<file path="src/rtl/ile_pkg.sv">
`default_nettype none

package ile_pkg;

    // Fixed widths of the request and response beats.
    localparam int OP_W     = 3;
    localparam int INDEX_W  = 8;
    localparam int VALUE_W  = 32;
    localparam int STATUS_W = 2;
    localparam int COUNT_W  = 7;

    typedef logic [OP_W-1:0]     op_t;
    typedef logic [STATUS_W-1:0] status_t;
    typedef logic [2:0]          cell_cmd_t;

    // Request operations.
    localparam op_t OP_INSERT     = 3'd0;
    localparam op_t OP_DELETE     = 3'd1;
    localparam op_t OP_READ       = 3'd2;
    localparam op_t OP_WRITE      = 3'd3;
    localparam op_t OP_FIND       = 3'd4;
    localparam op_t OP_DELETE_ALL = 3'd5;

    // Response status codes.
    localparam status_t ST_OK        = 2'd0;
    localparam status_t ST_RANGE     = 2'd1;
    localparam status_t ST_FULL      = 2'd2;
    localparam status_t ST_NOT_FOUND = 2'd3;

    // Commands broadcast to every cell of the chain.
    localparam cell_cmd_t CELL_HOLD   = 3'd0;
    localparam cell_cmd_t CELL_INSERT = 3'd1;
    localparam cell_cmd_t CELL_DELETE = 3'd2;
    localparam cell_cmd_t CELL_WRITE  = 3'd3;
    localparam cell_cmd_t CELL_ROTATE = 3'd4;

endpackage

`default_nettype wire

</file>
<file path="src/rtl/ile_cell.sv">
`default_nettype none

module ile_cell #(
    parameter int DEPTH      = 64,
    parameter int WORD_WIDTH = 32,
    parameter int IDX        = 0
) (
    input  logic                          clk,
    input  ile_pkg::cell_cmd_t            cmd,
    input  logic [$clog2(DEPTH)-1:0]      pos,
    input  logic [WORD_WIDTH-1:0]         word_in,
    input  logic [WORD_WIDTH-1:0]         left,
    input  logic [WORD_WIDTH-1:0]         right,
    input  logic [WORD_WIDTH-1:0]         head,
    output logic [WORD_WIDTH-1:0]         q
);
    import ile_pkg::*;

    localparam int IDX_W = $clog2(DEPTH);
    localparam logic [IDX_W-1:0] MY_IDX = IDX_W'(IDX);

    logic [WORD_WIDTH-1:0] word_reg;
    logic [WORD_WIDTH-1:0] word_next;

    // Each cell decides from its own position which neighbor it copies.
    always_comb
    begin
        word_next = word_reg;
        unique case (cmd)
            CELL_INSERT:
            begin
                if (MY_IDX > pos)
                    word_next = left;
                else if (MY_IDX == pos)
                    word_next = word_in;
            end
            CELL_DELETE:
            begin
                if (MY_IDX >= pos)
                    word_next = right;
            end
            CELL_WRITE:
            begin
                if (MY_IDX == pos)
                    word_next = word_in;
            end
            CELL_ROTATE:
            begin
                if (MY_IDX < pos)
                    word_next = right;
                else if (MY_IDX == pos)
                    word_next = head;
            end
            default:
            begin
                word_next = word_reg;
            end
        endcase
    end

    always_ff @(posedge clk)
    begin
        word_reg <= word_next;
    end

    assign q = word_reg;

endmodule

`default_nettype wire

</file>
<file path="config.mk">
export PLATFORM = sky130hd
export DESIGN_NAME = ile_cell
export DESIGN_NICKNAME = d
export VERILOG_FILES = /design/src/rtl/ile_pkg.sv /design/src/rtl/ile_cell.sv
export SDC_FILE = /design/constraint.sdc
export NUM_CORES = 1
export LEC_CHECK = 0
export ABC_AREA = 1
export BUFFER_PORTS_ARGS = -buffer_cell sky130_fd_sc_hd__buf_2
export CORE_MARGIN = 2
export CORE_UTILIZATION = 41
export CTS_CLUSTER_DIAMETER = 50
export CTS_CLUSTER_SIZE = 10
export DETAILED_ROUTE_END_ITERATION = 7
export GPL_ROUTABILITY_DRIVEN = 0
export PLACE_DENSITY = 0.92
export RECOVER_POWER = 100
export SYNTH_ARGS = -nofsm -noshare
export SYNTH_HDL_FRONTEND = slang
export SYNTH_SLANG_ARGS = --single-unit
</file>
<file path="constraint.sdc">
create_clock -name clk -period 3.23 [get_ports clk]
set_input_delay 0.323 -clock clk [delete_from_list [all_inputs] [get_ports clk]]
set_output_delay 0.323 -clock clk [all_outputs]
set_load 0.01 [all_outputs]
</file>
After elaboration in Yosys (flattened, before gate mapping)

Index checks and enable logic that the tools add are counted.

Bits of input ports: 138
Output and inout bits: 32
Bits in latches: 0
Bits in writable memories: 0
ROM bits: 0
Memories kept: 0
Bits in registers: 32

$mul: 0
Divide/modulo/power cells: 0
Shift operators: 0
Multiplexer cells: 6
Add/subtract/negate cells: 0
Reduce and logical (&&, ||, !) cells: 3
Magnitude comparators: 3
Eq/ne operators: 6
Bitwise gates (word level): 0

Operators by type and width:

| operator                                                                        | number |
|---|---|
| 32-bit 2-to-1 mux                                                               | 5 |
| 32-bit case mux with 4 select lines                                             | 1 |
| 3-bit by 2-bit == test with 1-bit output (second input constant)                | 2 |
| 1-bit by 6-bit >= comparator with 1-bit output (first input constant)           | 1 |
| 1-bit by 6-bit greater-than comparator with 1-bit output (first input constant) | 1 |
| 6-bit logical NOT                                                               | 1 |
| 1-bit by 6-bit < comparator with 1-bit output (first input constant)            | 1 |
| 4-bit nonzero test                                                              | 1 |
| 3-bit by 1-bit == test with 1-bit output (second input constant)                | 1 |
| 3-bit == test (second input constant)                                           | 1 |
| 3-bit != test (second input constant)                                           | 1 |
| 3-bit AND reduction                                                             | 1 |
| 2-bit != test (second input constant)                                           | 1 |

Depth between registers and ports, before layout

Depth in word-level cells: 4
Gate-level depth with buffers: 8
Depth with buffers taken out: 7

Worst setup path before layout

No wires, ideal clock.

Path kind: input -> register
Start point: input pos[2]
End point: register word_reg[0], in the netlist q[0] (enable)
Data required time: 2.794 ns
Data arrival time: 2.476 ns
Library setup time: 0.436 ns
Cell stages on the path: 4
Path slack: 0.318 ns
Cells stage by stage: nor2_4 nand3_4 buf_2 o221ai_1

Word-level cells in the longest chain between the ends: 3
Elaborated cells on any way between the ends: 6
Classes of those cells: order compare (2); eq/ne (2); reduce/logical (2)

Ends and longest elaborated chain:

| item                                                                        | line           | source |
|---|---|---|
| from (decl)                                                                 | ile_cell.sv:10 | `input logic [$clog2(DEPTH)-1:0] pos,` |
| 1-bit by 6-bit < comparator with 1-bit output, or another cell as far along | ile_cell.sv:49 | `if (MY_IDX < pos)` |
| 3-bit != test (no line) / 2-bit != test (equally long branches)             | n/a            |  |
| 3-bit AND reduction (no line) *                                             | n/a            |  |
| to (signal assigned)                                                        | ile_cell.sv:63 | `word_reg <= word_next;` |
| to (decl)                                                                   | ile_cell.sv:22 | `logic [WORD_WIDTH-1:0] word_reg;` |

Mark *: on every way between the ends. The rest lies on a longest branch, timed or not.
A chain may end at the register's enable or synchronous reset.

Worst setup path after layout

Start point: input pos[5]
End point: register word_reg[24], in the netlist q[24], data pin

Word-level cells in the longest chain between the ends: 4
Elaborated cells on any way between the ends: 7
Classes of those cells: order compare (2); mux (4); reduce/logical (1)

Ends and longest elaborated chain:

| item                                                                                  | line           | source |
|---|---|---|
| branches (longest 3 deep; another with 1-bit by 6-bit < comparator with 1-bit output) | n/a            |  |
| 32-bit case mux with 4 select lines *                                                 | ile_cell.sv:29 | `unique case (cmd)` |
| net word_next[24]                                                                     | ile_cell.sv:23 | `logic [WORD_WIDTH-1:0] word_next;` |

Mark *: on every way through the listed nets, which the timed path passes.

==> impl_metrics.tcl <==
set metrics [dict create \
    synth.area.top_cells "edfxtp_1 (41%), nand2_1 (16%), nand3_1 (14%)" \
    period_share_pct 77.4 \
    synth_cells 327 \
    met2_usage_pct 39.7 \
    synth_top_area_share_pct 41.4 \
    maxSlewViolCount 0 \
    die_x_um 79.3 \
    grt_max_degree 36 \
    synth_fa_ha_area_share_pct 0 \
    fp-row-count 27 \
    grt_first_pass_wirelength_mm 10.8 \
    via_per_inst 5.06 \
    drt-initial-drc-count 104 \
    netSwitchingFraction_pct 30.4 \
    cts_root_buf "clkbuf_8" \
    grt_setup_unrepaired "false" \
    grt-ovfl-total 0 \
    fp.coreArea_um2 5510 \
    post_route_cells_drive_above_1_share_pct 27.7 \
    synth_top_family_by_area "simple AND/OR/NAND/NOR gates" \
    r2r_start "q[27]" \
    synthMuxAreaShare_pct 0 \
    initial_utilization_pct 42.2 \
    synth_top_cell_by_area "edfxtp_1" \
    start_kind "primary input" \
    met1_usage_pct 25.0 \
    port_buffers 137 \
    grt_antenna_before_repair 0 \
    hp-class "in2reg" \
    fin_nets 592 \
    final_cell_mix "buf_2 (104), nand2_1 (100), inv_1 (67)" \
    critPathArrivalTime_ps 2530 \
    synth-simple-area-share_pct 41.9 \
    cts_setup_buffers 0 \
    avgSynthCellArea_um2 7.11 \
    synthesis.nets 465 \
    final_common_cell "buf_2" \
    io_pins 170 \
    fin_tns_setup_ps 0 \
    crit_start "pos[5]" \
    cts_tree "built" \
    clk_latency_ps 280 \
    maxSlewHeadroom_pct 24.0 \
    largest_reg_flops 32 \
    fmax_mhz 400 \
    r2r-end "q[27]" \
    path_max_fanout 35 \
    rr_worst_depth 4 \
    wl_mm 6.93 \
    outcome "complete, no violations" \
    clkPwrFrac_pct 28.4 \
    synthToLayoutAreaGrowth_pct 32.1 \
    p_switching_w 0.000336 \
    clkSinkCount 32 \
    yosysWarningCount 0 \
    ys_types 13 \
    min_period_ps 2500 \
    first_pass_iters 5 \
    power_w 0.00111 \
    avgRoutedWirePerCell_um 13.1 \
    setup_viol 0 \
    use_met3_pct 3.64 \
    max-clock-path-buffers 2 \
    design.die.area_um2 6290 \
    cp.required_ps 3260 \
    antenna_cells 0 \
    cp-end-kind "register" \
    reg2reg_slack_ps 2220 \
    synth_area_um2 2320 \
    ant_nets 0 \
    vdd_drop_max_v 0.000175 \
    worstSetupPathType "in2reg" \
    gr-usage-all-layers_pct 21.6 \
    combinationalPowerShare_pct 24.0 \
    pwr-share-seq_pct 47.5 \
    clkTransAtPathRegs_ps 80 \
    yosysSeqAreaShare_pct 41.4 \
    finalClockSkew_ps 0 \
    drc 0 \
    via_count 2666 \
    maxCapViolCount 0 \
    synth_seq_cells 32 \
    worstHoldStart "right[28]" \
    synth_xor_area_share_pct 0 \
    cts.hold.buffers_added 0 \
    internal-power_w 0.000769 \
    synth-compound-area-share_pct 0.377 \
    worstMarginPinSlew_ps 1140 \
    pwr_density_cell_nw_per_um2 360 \
    finalHoldViolations 0 \
    leakage_nw 1.60 \
    grt.busiest_layer "met2" \
    hpwlAfterDp_mm 4.81 \
    die_h_um 79.3 \
    cts.htree.levels 2 \
    cts_buffers 5 \
    grt_pass1_vias 2464 \
    cts_resized 0 \
    cp-endpoint "q[24]" \
]
==> cell usage after synthesis <==
cell      number
buf_2         15
buf_4          6
edfxtp_1      32
inv_1         67
inv_2          2
nand2_1      100
nand3_1       64
nand3_4        1
nand4_1       32
nor2_1         1
nor2_2         2
nor2_4         4
o221ai_1       1
==> area by class of cell <==
cell class,instances,area (um^2)
fillers,540,2440
flip-flops and latches,32,961
inverters,69,259
clock buffers,5,68.8
well taps,72,90.1
clock inverters,3,23.8
multi-input cells,205,993
repair buffers,141,674
==> how the worst min path moves through the flow <==
stage / end / slack [ps] / depth (start not counted)
CTS: q[28] / 300 / 3
detailed placement: q[31] / 610 / 3
global route: q[29] / 310 / 3
finish: q[28] / 310 / 3
floorplan: q[0] / 510 / 2
global placement: q[19] / 600 / 3
==> routing by layer <==
| metal | vias to the layer above | wire length (um) |
|---|---|---|
| met4 | 0 | 111 |
| met1 | 1194 | 2790 |
| met3 | 12 | 464 |
| li1 | 1317 | - |
| met2 | 143 | 3570 |
| met5 | - | 0 |
==> through the flow <==
stage / area (um^2) / hold WS, ps / worst slack [ps] / utilization [%] / std cells
finish: 3070 / 313 / 730 / 55.8 / 527
detailed placement: 3030 / 608 / 755 / 55.0 / 519
global placement: 3030 / 599 / 799 / 55.0 / 519
global route: 3070 / 307 / 536 / 55.8 / 527
floorplan: 2320 / 513 / 318 / - / 327
CTS: 3120 / 297 / 1060 / 56.6 / 527
==> kinds of logic after synthesis <==
group / Yosys count
compound gates: 1
simple gates: 204
flops: 32
buf+inv: 90
==> power groups by stage <==
stage	combinational, W	sequential, W	clock [W]
after floorplan	0.000129	0.000550	0
after global placement	0.000268	0.000531	0
after detailed placement	0.000276	0.000533	0
after CTS	0.000277	0.000524	0.000326
after global routing	0.000296	0.000530	0.000340
final	0.000266	0.000526	0.000315
==> worst max-delay path: stages <==
cell and delay, ps:
clkbuf_1 100, nor2_4 140, nand3_2 650, nand2_1 220, nand2_1 690, nand2_1 280
nand3_1 100
(Power assumes the default switching activity.)
